## config.mk

```make
export PLATFORM = sky130hd
export DESIGN_NAME = at_reply_line_recognizer_core
export DESIGN_NICKNAME = d
export VERILOG_FILES = /design/src/hdl/atrl_pkg.sv /design/src/hdl/atrl_ram.sv /design/src/hdl/atrl_seq.sv /design/src/hdl/atrl_outreg.sv /design/src/hdl/at_reply_line_recognizer_core.sv
export SDC_FILE = /design/constraint.sdc
export NUM_CORES = 1
export LEC_CHECK = 0
export BUFFER_PORTS_ARGS = -buffer_cell sky130_fd_sc_hd__buf_4
export CORE_ASPECT_RATIO = 0.9
export CORE_UTILIZATION = 60
export CTS_BUF_LIST = sky130_fd_sc_hd__clkbuf_4 sky130_fd_sc_hd__clkbuf_8 sky130_fd_sc_hd__clkbuf_16
export DETAILED_ROUTE_END_ITERATION = 8
export PLACE_DENSITY = 0.76
export SLEW_MARGIN = 20
export SYNTH_ARGS = -nofsm -noshare
export SYNTH_HDL_FRONTEND = slang
export SYNTH_SLANG_ARGS = --single-unit
```

## constraint.sdc

```tcl
create_clock -name clk -period 3.7 [get_ports clk]
set_input_delay 0.37 -clock clk [delete_from_list [all_inputs] [get_ports clk]]
set_output_delay 0.37 -clock clk [all_outputs]
set_load 0.1 [all_outputs]
```

## src/hdl/atrl_pkg.sv

```systemverilog
// Shared constants, types and character helpers for the AT reply line recognizer.
`timescale 1ns / 1ps
`default_nettype none

package atrl_pkg;

  localparam int LINE_DEPTH = 64;
  localparam int TEXT_DEPTH = 64;

  localparam int TEXT_AW = $clog2(TEXT_DEPTH);
  localparam int TEXT_CW = $clog2(TEXT_DEPTH + 1);
  localparam int LINE_AW = $clog2(LINE_DEPTH);
  localparam int POS_W   = (TEXT_CW > LINE_AW) ? TEXT_CW : LINE_AW;

  // Commands on the input tuser
  localparam logic [1:0] CMD_STOP   = 2'd0;
  localparam logic [1:0] CMD_APPEND = 2'd1;
  localparam logic [1:0] CMD_ARM    = 2'd2;
  localparam logic [1:0] CMD_BYTE   = 2'd3;

  // Parse modes
  localparam logic [1:0] MODE_IDLE    = 2'd0;
  localparam logic [1:0] MODE_ECHO    = 2'd1;
  localparam logic [1:0] MODE_WAITEOL = 2'd2;
  localparam logic [1:0] MODE_REPLY   = 2'd3;

  // Result kinds
  localparam logic [1:0] KIND_OK    = 2'd0;
  localparam logic [1:0] KIND_ERROR = 2'd1;
  localparam logic [1:0] KIND_LINE  = 2'd2;

  // Bytes below this value are control characters
  localparam logic [7:0] CTRL_LIMIT = 8'd32;

  localparam int OK_LEN  = 2;
  localparam int ERR_LEN = 5;

  typedef struct packed {
    logic [1:0] kind;
    logic [7:0] line_byte;
    logic       last;
    logic       trunc;
  } result_t;

  typedef struct packed {
    logic               we;
    logic [TEXT_AW-1:0] waddr;
    logic [7:0]         wdata;
    logic [TEXT_AW-1:0] raddr;
  } text_req_t;

  typedef struct packed {
    logic               we;
    logic [LINE_AW-1:0] waddr;
    logic [7:0]         wdata;
    logic [LINE_AW-1:0] raddr;
  } line_req_t;

  function automatic logic [7:0] ok_char(input logic sel);
    logic [7:0] ch;
    ch = sel ? 8'h4B : 8'h4F;
    return ch;
  endfunction

  function automatic logic [7:0] err_char(input logic [2:0] sel);
    logic [7:0] ch;
    case (sel)
      3'd0:    ch = 8'h45;
      3'd1:    ch = 8'h52;
      3'd2:    ch = 8'h52;
      3'd3:    ch = 8'h4F;
      3'd4:    ch = 8'h52;
      default: ch = 8'h00;
    endcase
    return ch;
  endfunction

endpackage

`default_nettype wire

```

## src/hdl/atrl_ram.sv

```systemverilog
// Generic single write port, single read port RAM with registered read data.
`timescale 1ns / 1ps
`default_nettype none

module atrl_ram #(
  parameter int DEPTH = 64,
  parameter int WIDTH = 8
) (
  input  wire logic                     clk,
  input  wire logic                     we,
  input  wire logic [$clog2(DEPTH)-1:0] waddr,
  input  wire logic [WIDTH-1:0]         wdata,
  input  wire logic [$clog2(DEPTH)-1:0] raddr,
  output logic      [WIDTH-1:0]         rdata
);

  logic [WIDTH-1:0] mem [DEPTH];

  always_ff @(posedge clk) begin
    if (we) begin
      mem[waddr] <= wdata;
    end
  end

  always_ff @(posedge clk) begin
    rdata <= mem[raddr];
  end

endmodule

`default_nettype wire

```

## src/hdl/atrl_seq.sv

```systemverilog
// Sequencer with the shared byte compare unit: echo match, line collect, classify, emit.
`timescale 1ns / 1ps
`default_nettype none

module atrl_seq (
  input  wire logic               clk,
  input  wire logic               rst,
  input  wire logic               s_tvalid,
  output logic                    s_tready,
  input  wire logic [7:0]         s_tdata,
  input  wire logic [1:0]         s_tuser,
  input  wire logic               s_tlast,
  output atrl_pkg::text_req_t     text_req,
  input  wire logic [7:0]         text_rdata,
  output atrl_pkg::line_req_t     line_req,
  input  wire logic [7:0]         line_rdata,
  input  wire logic               out_free,
  output logic                    push,
  output atrl_pkg::result_t       res
);
  import atrl_pkg::*;

  localparam logic [3:0] S_IDLE     = 4'd0;
  localparam logic [3:0] S_ARM      = 4'd1;
  localparam logic [3:0] S_ECHO_CMP = 4'd2;
  localparam logic [3:0] S_ECHO_END = 4'd3;
  localparam logic [3:0] S_CLS_RD   = 4'd4;
  localparam logic [3:0] S_CLS_CMP  = 4'd5;
  localparam logic [3:0] S_DECIDE   = 4'd6;
  localparam logic [3:0] S_FIN      = 4'd7;
  localparam logic [3:0] S_EMIT_RD  = 4'd8;
  localparam logic [3:0] S_EMIT_WR  = 4'd9;

  logic [3:0]         state, state_next;
  logic [1:0]         mode, mode_next;
  logic [POS_W-1:0]   pos, pos_next;
  logic [TEXT_CW-1:0] exp_len, exp_len_next;
  logic               ovf, ovf_next;
  logic               skip, skip_next;

  logic [7:0]         c_q, c_next;
  logic               end_q, end_next;
  logic [LINE_AW-1:0] line_len, line_len_next;
  logic [LINE_AW-1:0] idx, idx_next;
  logic               okm, okm_next;
  logic               errm, errm_next;
  logic               trunc, trunc_next;

  logic [POS_W-1:0]   pos_inc;
  logic [LINE_AW-1:0] scan_last;
  logic               is_ok;
  logic               is_err;
  logic               idx_at_end;

  assign pos_inc    = pos + POS_W'(1);
  assign scan_last  = (line_len < LINE_AW'(ERR_LEN)) ? (line_len - LINE_AW'(1))
                                                     : LINE_AW'(ERR_LEN - 1);
  assign is_ok      = (line_len == LINE_AW'(OK_LEN)) && okm;
  assign is_err     = (line_len >= LINE_AW'(ERR_LEN)) && errm;
  assign idx_at_end = (idx == line_len - LINE_AW'(1));
  assign s_tready   = (state == S_IDLE);

  always_comb begin
    state_next    = state;
    mode_next     = mode;
    pos_next      = pos;
    exp_len_next  = exp_len;
    ovf_next      = ovf;
    skip_next     = skip;
    c_next        = c_q;
    end_next      = end_q;
    line_len_next = line_len;
    idx_next      = idx;
    okm_next      = okm;
    errm_next     = errm;
    trunc_next    = trunc;

    text_req.we    = 1'b0;
    text_req.waddr = exp_len[TEXT_AW-1:0];
    text_req.wdata = s_tdata;
    text_req.raddr = pos[TEXT_AW-1:0];
    line_req.we    = 1'b0;
    line_req.waddr = pos[LINE_AW-1:0];
    line_req.wdata = s_tdata;
    line_req.raddr = idx;

    push          = 1'b0;
    res.kind      = KIND_LINE;
    res.line_byte = line_rdata;
    res.last      = idx_at_end;
    res.trunc     = trunc;

    case (state)
      S_IDLE: begin
        if (s_tvalid) begin
          c_next   = s_tdata;
          end_next = s_tlast;
          case (s_tuser)
            CMD_STOP: begin
              mode_next    = MODE_IDLE;
              pos_next     = '0;
              exp_len_next = '0;
            end
            CMD_APPEND: begin
              if (exp_len < TEXT_CW'(TEXT_DEPTH)) begin
                text_req.we  = 1'b1;
                exp_len_next = exp_len + TEXT_CW'(1);
              end
            end
            CMD_ARM: begin
              pos_next       = '0;
              ovf_next       = 1'b0;
              text_req.raddr = '0;
              state_next     = S_ARM;
            end
            CMD_BYTE: begin
              if (skip) begin
                if (s_tlast) begin
                  skip_next = 1'b0;
                end
              end else begin
                case (mode)
                  MODE_ECHO: begin
                    if (pos < POS_W'(exp_len)) begin
                      state_next = S_ECHO_CMP;
                    end else begin
                      pos_next = '0;
                    end
                  end
                  MODE_WAITEOL: begin
                    if (s_tdata < CTRL_LIMIT) begin
                      mode_next = MODE_REPLY;
                      pos_next  = '0;
                      ovf_next  = 1'b0;
                    end
                  end
                  MODE_REPLY: begin
                    if (s_tdata < CTRL_LIMIT) begin
                      if (pos != '0) begin
                        line_len_next = pos[LINE_AW-1:0];
                        trunc_next    = ovf;
                        pos_next      = '0;
                        ovf_next      = 1'b0;
                        idx_next      = '0;
                        okm_next      = 1'b1;
                        errm_next     = 1'b1;
                        state_next    = S_CLS_RD;
                      end
                    end else if (pos < POS_W'(LINE_DEPTH - 1)) begin
                      line_req.we = 1'b1;
                      pos_next    = pos_inc;
                    end else begin
                      ovf_next = 1'b1;
                    end
                  end
                  default: begin
                  end
                endcase
              end
            end
            default: begin
            end
          endcase
        end
      end

      S_ARM: begin
        if ((exp_len == '0) || (text_rdata < CTRL_LIMIT)) begin
          mode_next = MODE_WAITEOL;
        end else begin
          mode_next = MODE_ECHO;
        end
        state_next = S_IDLE;
      end

      S_ECHO_CMP: begin
        if (text_rdata == c_q) begin
          pos_next       = pos_inc;
          text_req.raddr = pos_inc[TEXT_AW-1:0];
          state_next     = S_ECHO_END;
        end else begin
          // restart matching; this byte is not compared again
          pos_next   = '0;
          state_next = S_IDLE;
        end
      end

      S_ECHO_END: begin
        if ((pos >= POS_W'(exp_len)) || (text_rdata < CTRL_LIMIT)) begin
          mode_next = MODE_WAITEOL;
          pos_next  = '0;
        end
        state_next = S_IDLE;
      end

      S_CLS_RD: begin
        state_next = S_CLS_CMP;
      end

      S_CLS_CMP: begin
        okm_next  = okm && (line_rdata == ok_char(idx[0]));
        errm_next = errm && (line_rdata == err_char(idx[2:0]));
        if (idx == scan_last) begin
          state_next = S_DECIDE;
        end else begin
          idx_next   = idx + LINE_AW'(1);
          state_next = S_CLS_RD;
        end
      end

      S_DECIDE: begin
        if (is_ok || is_err) begin
          state_next = S_FIN;
        end else begin
          idx_next   = '0;
          state_next = S_EMIT_RD;
        end
      end

      S_FIN: begin
        res.kind      = is_ok ? KIND_OK : KIND_ERROR;
        res.line_byte = 8'd0;
        res.last      = 1'b1;
        if (out_free) begin
          push = 1'b1;
          // drop the rest of this chunk
          if (!end_q) begin
            skip_next = 1'b1;
          end
          state_next = S_IDLE;
        end
      end

      S_EMIT_RD: begin
        state_next = S_EMIT_WR;
      end

      S_EMIT_WR: begin
        if (out_free) begin
          push = 1'b1;
          if (idx_at_end) begin
            state_next = S_IDLE;
          end else begin
            idx_next   = idx + LINE_AW'(1);
            state_next = S_EMIT_RD;
          end
        end
      end

      default: begin
        state_next = S_IDLE;
      end
    endcase
  end

  always_ff @(posedge clk) begin
    if (rst) begin
      state   <= S_IDLE;
      mode    <= MODE_IDLE;
      pos     <= '0;
      exp_len <= '0;
      ovf     <= 1'b0;
      skip    <= 1'b0;
    end else begin
      state   <= state_next;
      mode    <= mode_next;
      pos     <= pos_next;
      exp_len <= exp_len_next;
      ovf     <= ovf_next;
      skip    <= skip_next;
    end
  end

  always_ff @(posedge clk) begin
    c_q      <= c_next;
    end_q    <= end_next;
    line_len <= line_len_next;
    idx      <= idx_next;
    okm      <= okm_next;
    errm     <= errm_next;
    trunc    <= trunc_next;
  end

endmodule

`default_nettype wire

```

## src/hdl/atrl_outreg.sv

```systemverilog
// Output register that holds one result until the downstream side takes it.
`timescale 1ns / 1ps
`default_nettype none

module atrl_outreg (
  input  wire logic              clk,
  input  wire logic              rst,
  input  wire logic              push,
  input  atrl_pkg::result_t      res,
  output logic                   free,
  output logic                   m_tvalid,
  input  wire logic              m_tready,
  output logic [7:0]             m_tdata,
  output logic [2:0]             m_tuser,
  output logic                   m_tlast
);
  import atrl_pkg::*;

  result_t held;

  assign free     = !m_tvalid || m_tready;
  assign m_tdata  = held.line_byte;
  assign m_tuser  = {held.trunc, held.kind};
  assign m_tlast  = held.last;

  always_ff @(posedge clk) begin
    if (rst) begin
      m_tvalid <= 1'b0;
    end else if (push) begin
      m_tvalid <= 1'b1;
    end else if (m_tready) begin
      m_tvalid <= 1'b0;
    end
  end

  always_ff @(posedge clk) begin
    if (push) begin
      held <= res;
    end
  end

endmodule

`default_nettype wire

```

## src/hdl/at_reply_line_recognizer_core.sv

```systemverilog
// Top level of the AT reply line recognizer: sequencer, text and line stores, output register.
// Stop and append are done in idle; arm passes an arm state that reads the text store; a serial
// byte in echo match passes a compare and, on a match, an end check state. A line end reads and
// compares each classified byte (up to 5), decides, then reads and writes each emitted byte, or
// writes one ok or error result; a stalled output holds the sequencer in its write state.
// Reset is synchronous and clears control state; text and line stores are left unwritten.
`timescale 1ns / 1ps
`default_nettype none

module at_reply_line_recognizer_core (
  input  wire logic       clk,
  input  wire logic       rst,
  input  wire logic       s_tvalid,
  output logic            s_tready,
  input  wire logic [7:0] s_tdata,   // data_byte
  input  wire logic [1:0] s_tuser,   // command
  input  wire logic       s_tlast,   // chunk_end
  output logic            m_tvalid,
  input  wire logic       m_tready,
  output logic [7:0]      m_tdata,   // line_byte
  output logic [2:0]      m_tuser,   // kind [1:0], line_truncated [2]
  output logic            m_tlast    // last
);
  import atrl_pkg::*;

  text_req_t  text_req;
  line_req_t  line_req;
  logic [7:0] text_rdata;
  logic [7:0] line_rdata;
  logic       out_free;
  logic       push;
  result_t    res;

  atrl_seq u_seq (
    .clk        (clk),
    .rst        (rst),
    .s_tvalid   (s_tvalid),
    .s_tready   (s_tready),
    .s_tdata    (s_tdata),
    .s_tuser    (s_tuser),
    .s_tlast    (s_tlast),
    .text_req   (text_req),
    .text_rdata (text_rdata),
    .line_req   (line_req),
    .line_rdata (line_rdata),
    .out_free   (out_free),
    .push       (push),
    .res        (res)
  );

  atrl_ram #(.DEPTH(TEXT_DEPTH), .WIDTH(8)) u_text_ram (
    .clk   (clk),
    .we    (text_req.we),
    .waddr (text_req.waddr),
    .wdata (text_req.wdata),
    .raddr (text_req.raddr),
    .rdata (text_rdata)
  );

  atrl_ram #(.DEPTH(LINE_DEPTH), .WIDTH(8)) u_line_ram (
    .clk   (clk),
    .we    (line_req.we),
    .waddr (line_req.waddr),
    .wdata (line_req.wdata),
    .raddr (line_req.raddr),
    .rdata (line_rdata)
  );

  atrl_outreg u_outreg (
    .clk      (clk),
    .rst      (rst),
    .push     (push),
    .res      (res),
    .free     (out_free),
    .m_tvalid (m_tvalid),
    .m_tready (m_tready),
    .m_tdata  (m_tdata),
    .m_tuser  (m_tuser),
    .m_tlast  (m_tlast)
  );

endmodule

`default_nettype wire

```

==> results.md, run 1 <==
- Outcome: finished with violations
- Failing checks: DRC
- Commonest cells after routing, fill and taps aside: 1060 x edfxtp_1, 378 x nand2_1, 237 x buf_4
- DR vias: 25.90k
- Die Footprint: about 75000 µm²
- DRT iter0 DRCs: roughly 3.8k
- Slowest cell on crit path: or4_1
- Synth top area cells: edfxtp_1 72%, mux4_2 9.9%, nand2_1 3.2%, nand3_1 2.4%, dfxtp_1 1.8%
- Compound-Gate Fraction of Synth Area: 0.02973
- Post-synthesis adder-cell area fraction: 0.008154
- HP Class: in2reg
- Largest net degree at the start of global routing: 130
- TritonCTS clock tree: done
- Tmin final: 3.633 ns
- GRT Overall Usage: 0.2893
- CP startpoint kind: register
- Power, Total: approximately 0.025 W
- Global route overflow: 0
- Layout area overhead: 14.38%
- CTS sink cnt: 1099
- Avg Vias per Cell: 6.505
- Nets: ~3.0k
- Clock Tree Buf Depth: 3
- Post-DP HPWL: 64930 µm
- CP Data Arrival Time: 4.24 ns
- Post-synthesis area per instance: around 16 µm²
- Worst Tran Pin Value: 1.109 ns
- Worst vdd ir: ~0.0004 V
- Placer Congestion: 0.9741
- Initial Util: 0.6050
- Crit path kind: reg2reg
- Post-synthesis sequential area ratio: 0.7380
- Crit-path max FO: 45
- Crit-path cells: xor2_1 > nor4_4 > and2_1 > ha_1 > nor2_1 > a21oi_4 > buf_12 > nand2_1 > nand3_1 > a21oi_1 > or4_1 > nor4_2 > buf_4 > and3_1
- Clk Latency, worst-skew pair: 0.67 ns
- Diodes inserted: 0
- Post-Syn Instances: 2697
- DR WL/cell: 26.87 µm
- Post-synth design cell area: between 40000 and 50000 µm²
- Max-slew violations: 0
- CP required: 4.31 ns
- Part of the power in registers: 0.547
- Yosys warns: 0
- Synth Flop Type: edfxtp_1
- Yosys top cell by area: edfxtp_1
- Post-synth cell types: 74
- Pwr per Cell Area: just under 500 nW/µm²
- CTS Buf Count: between 100 and 150
- H-tree levels: 3
- Multiplexer share of the synthesized area: 0.1066
- Initial antenna violation count: 5
- Hold Path Stages: 2
- RSZ-0062 raised after global routing: no
- Worst setup margin: 0.06734 ns
- Area of the multi-input gates: 10940 µm²
- Crit share post-route: 0.9818
- DRC errors left: 4
- Setup violators final: 0
- Postcts setup bufs: 0
- Internal: 0.01994 W
- Post-Synth XOR/XNOR Area: 0.005153
- Combinational Power Share: 0.033
- Die height: 259.5 µm
- Commonest non-fill, non-tap cell in the layout: edfxtp_1
- I/O pins: 29
- Clock-pin slew on the worst setup and hold paths: about 0.07 ns
- # rows: 94
- DRT Wirelength: about 110000 µm
- Clk_skew: 0.01953 ns
- Max-cap violations: 0
- Rel. slew slack: 0.2607
- Slowest stage delay, CP: between 0.5 and 0.6 ns
- Clock Power Share: 0.420
- Synth async-reset ratio: 0
- Final hold vios: 0
- R2r worst-path depth: 14
- Post-Synth Simple-Gate Area: 0.09601
- Dpl ws: -0.03840 ns
- Seq cells post-synth: 1099
- Fmax: about 280 MHz
- Hold WS: 0.05889 ns
- NetSw: 0.005077 W
- First-pass GRT wire length: between 150000 and 200000 µm
- First-pass DRT Iterations: 9
- Post-DRT Antenna Nets: 0
- Buffers on Ports: 28
- Die width: 288.1 µm
- P_leak: between 15 and 20 nW
- Sw Share: 0.2030
- Share of cells above drive strength 1: 0.2158
- Number of global-route vias before repair: 25.40k
- Crit. End Element: register
- Clock root buffer: clkbuf_16
- Seq. cell area: 32610 µm²
- Number of flops mapped to enable cells by yosys: around 1.1k
- Share of the synthesized area in the top cell type: 0.7203
- Main combinational cell family by area after synthesis: multiplexers
- Core region area: 73040 µm²
- # fillers: about 4.4k
[final cells by class]
| type | count | area share |
|---|---|---|
| multi-input cells | 1436 | 0.2164 |
| inverters | 29 | 0.002154 |
| repair buffers | 263 | 0.04520 |
| flip-flops and latches | 1099 | 0.6452 |
| well taps | 960 | 0.02376 |
| clock inverters | 60 | 0.01012 |
| clock buffers | 135 | 0.05718 |
[kinds of logic after synthesis]
kind of cell / after synthesis
flops: 1099
compound gates: 214
fa+ha+maj: 29
buf+inv: 169
mux: 227
simple gates: 932
xor+xnor: 26
other cells: 1
[worst max-delay path: cells and delay by family (launching register included)]
kind | cells | cell delay, ns
AND/OR/NAND/NOR | 8 | 1.67
buffers and inverters | 2 | 0.49
flip-flops | 1 | 0.39
adder cells (fa/ha/maj) | 1 | 0.35
AO/OA/AOI/OAI | 2 | 0.35
XOR/XNOR | 1 | 0.31
[cells in the mapped netlist (4+ instances only)]
| library cell | n |
|---|---|
| a21oi_1 | 84 |
| nand4_2 | 4 |
| o22ai_1 | 5 |
| xnor2_1 | 11 |
| and3_1 | 30 |
| nor3_1 | 13 |
| a211oi_1 | 10 |
| nand2_1 | 378 |
| o21ai_1 | 4 |
| buf_4 | 7 |
| clkbuf_1 | 60 |
| a31oi_1 | 25 |
| nor4_1 | 12 |
| nand4_1 | 12 |
| mux4_2 | 195 |
| nor2_1 | 198 |
| nor2b_1 | 10 |
| nand3_1 | 209 |
| and2_1 | 15 |
| buf_2 | 47 |
| or3_1 | 8 |
| o21ai_0 | 32 |
| inv_1 | 25 |
| a22oi_1 | 16 |
| dfxtp_1 | 39 |
| or4_1 | 10 |
| o211ai_1 | 6 |
| edfxtp_1 | 1060 |
| o211a_2 | 4 |
| nand2b_1 | 10 |
| mux2i_1 | 32 |
| xor2_1 | 15 |
| buf_1 | 26 |
| ha_1 | 28 |
[power by group through the flow]
stage	Sequential, W	Combinational [W]	Clock (W)
floorplan	0.0139	0.000401	0
global placement	0.0140	0.000772	0
detailed placement	0.0140	0.000801	0
CTS	0.0137	0.000809	0.0106
global route	0.0137	0.000879	0.0110
finish	0.0137	0.000829	0.0105
[repair_timing]
item / CTS / global route
cloned: 0 / 1
hold endpoints to repair: 1 / 0
hold buffers: 1 / 0
gates resized for setup: 2 / 4
endpoints found under the setup margin: 2 / 6
[path summary, 6_finish.rpt]
check | from | to | slack [ns]
worst max register to register | u_seq.c_q[7] | u_text_ram.rdata[2] | 0.07
worst min register to register | u_seq.ovf | u_seq.trunc | 0.44
worst max-delay path | u_seq.c_q[7] | u_text_ram.rdata[2] | 0.07
worst min-delay path | rst | u_seq.pos[1] | 0.06
[routing by layer]
layer  global-route usage  wire (µm)  up-vias
met2               0.4407      49750     1760
met3              0.07258      13050      229
li1                     -          -    10940
met4              0.07951       2708        4
met1               0.4210      41450    12970
met5                    0         27        -
[registers in the layout, indices dropped and copies added, names as in the netlist, 3 cells and up]
| register | cells |
|---|---|
| u_text_ram.mem | 512 |
| u_seq.pos | 7 |
| u_outreg.m_tdata | 8 |
| u_line_ram.rdata | 8 |
| u_seq.state | 4 |
| u_text_ram.rdata | 8 |
| u_seq.idx | 6 |
| u_seq.exp_len | 7 |
| u_seq.line_len | 6 |
| u_seq.c_q | 8 |
| u_outreg.m_tuser | 3 |
| u_line_ram.mem | 512 |
[through the flow]
step	cells	setup TNS [ns]	instance area, µm²	utilization
floorplan	2704	0	44220	-
global placement	3784	0	47070	0.6444
detailed placement	3784	-0.06468	47070	0.6444
CTS	3980	0	50490	0.6913
global route	3982	0	50550	0.6921
finish	3982	0	50550	0.6921
No activity file was read; power rests on OpenSTA's default activity.
==> inputs of run 2 (changes only) <==
--- a/config.mk
+++ b/config.mk
@@ -7,6 +7,7 @@
 export LEC_CHECK = 0
 export BUFFER_PORTS_ARGS = -buffer_cell sky130_fd_sc_hd__buf_4
 export CORE_ASPECT_RATIO = 0.9
+export CORE_MARGIN = 4
 export CORE_UTILIZATION = 60
 export CTS_BUF_LIST = sky130_fd_sc_hd__clkbuf_4 sky130_fd_sc_hd__clkbuf_8 sky130_fd_sc_hd__clkbuf_16
 export DETAILED_ROUTE_END_ITERATION = 8
==> results.md, run 2 (synthesis results as in run 1) <==
- Hold Path Stages: 2 (unchanged)
- WP buf/inv: 2 (unchanged)
- Rel. slew slack: 0.2596 (-0.001068)
- CP Depth: 14 (unchanged)
- Initial Util: 0.6050 (unchanged)
- DRC errors left: 0 (-4)
- Final hold vios: 0 (unchanged)
- Crit. End Element: register
- CTS sink cnt: 1099 (unchanged)
- Die height: 265.5 µm (+2.3%)
- H-tree levels: 3 (unchanged)
- Die Footprint: 78060 µm² (+4.4%)
- I/O pins: 29 (unchanged)
- CP required: 4.30 ns (about the same)
- R2r worst-path depth: 14 (unchanged)
- Worst Tran Pin Value: 1.111 ns (+0.001601 ns)
- Crit share post-route: 0.9653 (-0.01653)
- Initial antenna violation count: 6 (+1)
- Clk Latency, worst-skew pair: 0.67 ns (about the same)
- TritonCTS clock tree: done
- Top Registers: u_line_ram.mem (512), u_text_ram.mem (512)
- Post-DP HPWL: 66860 µm (+3.0%)
- Max-cap violations: 0 (unchanged)
- Slowest stage delay, CP: 0.55 ns (about the same)
- Global route overflow: 0 (unchanged)
- Nets: 2985 (+0.30%)
- Max-slew violations: 0 (unchanged)
- First-pass DRT Iterations: 7 (-2)
- Crit path kind: reg2reg
- Outcome: finished, final reports clean
- Largest net degree at the start of global routing: 95 (-27%)
- Share of cells above drive strength 1: 0.2234 (+0.007681)
- Setup TNS: 0 ns (unchanged)
- CP startpoint kind: register
- Clk_skew: 0.02917 ns (+0.009645 ns)
- Clock root buffer: clkbuf_16
- P_leak: 17.09 nW (+0.70%)
- DR vias: 26.26k (+1.4%)
- Tmin final: 3.572 ns (-0.06116 ns)
- Slowest cell on crit path: or4_1
- Crit-path cells: xor2_1 > nor4_4 > and2_4 > ha_1 > nor2_1 > a21oi_4 > buf_12 > buf_4 > nand2_1 > nand3_1 > a21oi_1 > or4_1 > nor4_2 > and3_1
- Commonest cells after routing, fill and taps aside: 1060 x edfxtp_1, 378 x nand2_1, 247 x buf_4
- Setup violators final: 0 (unchanged)
- Crit-path max FO: 14 (-69%)
- RSZ-0062 raised after global routing: yes
- Layout area overhead: 14.86%
- DRT Wirelength: 111800 µm (+4.5%)
- Core region area: 73040 µm² (unchanged)
- CP Data Arrival Time: 4.17 ns (-0.07 ns)
- Placer Congestion: 0.9259 (-4.9%)
- Pwr per Cell Area: 498.9 nW/µm² (+0.82%)
- Number of global-route vias before repair: 26.00k (+2.4%)
- Commonest non-fill, non-tap cell in the layout: edfxtp_1
- Buffers on Ports: 28 (unchanged)
- Die width: 294.1 µm (+2.1%)
- Clock-pin slew on the worst setup and hold paths: 0.06 ns (about the same)
- Worst setup margin: 0.1285 ns (+0.06116 ns)
- CTS Buf Count: 105 (+0.96%)
- DRT iter0 DRCs: 3852 (+0.34%)
- Fmax: 280.0 MHz (+1.7%)
- Clock Tree Buf Depth: 3 (unchanged)
- HP Class: in2reg
- First-pass GRT wire length: 167200 µm (+5.2%)
- DR WL/cell: 28.02 µm (+4.3%)
- Top delay family on crit path: simple AND/OR/NAND/NOR gates
- Post-DRT Antenna Nets: 0 (unchanged)
- Worst vdd ir: 0.0003470 V (-13%)
- Dpl ws: -0.3613 ns (-0.3229 ns)
- Avg Vias per Cell: 6.580 (+1.2%)
- Final Util: 0.6950 (+0.002895)
- # rows: 94 (unchanged)
- Reg2Reg Setup Slack: 0.13 ns (+0.06 ns)
- GRT Overall Usage: 0.2874 (-0.001934)
-- run 2: worst reg2reg max path, delay by kind of cell (launching register included) --
family          cells  cell delay (ns)
buf+inv             2             0.44
xor+xnor            1             0.22
compound gates      2             0.36
fa+ha+maj           1             0.19
flops               1             0.41
simple gates        8             1.89
-- run 2: path summary, 6_finish.rpt --
path	startpoint	endpoint
min	rst	u_seq.skip
min reg2reg	u_seq.trunc	u_outreg.m_tuser[2]
max reg2reg	u_seq.c_q[0]	u_text_ram.rdata[1]
max	u_seq.c_q[0]	u_text_ram.rdata[1]
-- run 2: timing repair --
action,CTS,global route
hold buffers,1,0
resized for setup,6,17
hold endpoints to repair,1,0
setup endpoints to repair,4,32
pin swaps,1,5
cloned,0,3
setup buffers,0,1
-- run 2: layer usage --
layer	up-vias	wire (µm)	track usage
li1	10940	-	-
met1	13310	42930	0.4202
met4	4	3046	0.07619
met2	1775	53180	0.4511
met3	228	12630	0.06203
met5	-	33	0
-- run 2: layout make-up --
class | instances | area, µm²
sequential | 1099 | 32610
antenna | 1 | 2.502
clock buffer | 137 | 2934
clock inverter | 58 | 546.8
fill | 4489 | 22280
multi-input combinational | 1436 | 11030
tap | 960 | 1201
inverter | 29 | 108.9
timing repair buffer | 271 | 2321
-- run 2: report_power, final --
part,internal [W],switching (W)
logic,0.000273,0.000581
clock network,0.00622,0.00456
registers,0.0137,0.0000275
-- run 2: stage by stage --
stage / hold slack (ns) / area (µm²) / power (W) / cells
after CTS: 0.02131 / 50560 / 0.02537 / 3985
after floorplan: 0.4003 / 44220 / 0.01434 / 2704
after detailed placement: 0.4045 / 47030 / 0.01476 / 3789
after global placement: 0.4042 / 47030 / 0.01473 / 3789
after global routing: 0.05295 / 50750 / 0.02604 / 3990
final: 0.05248 / 50760 / 0.02532 / 3991
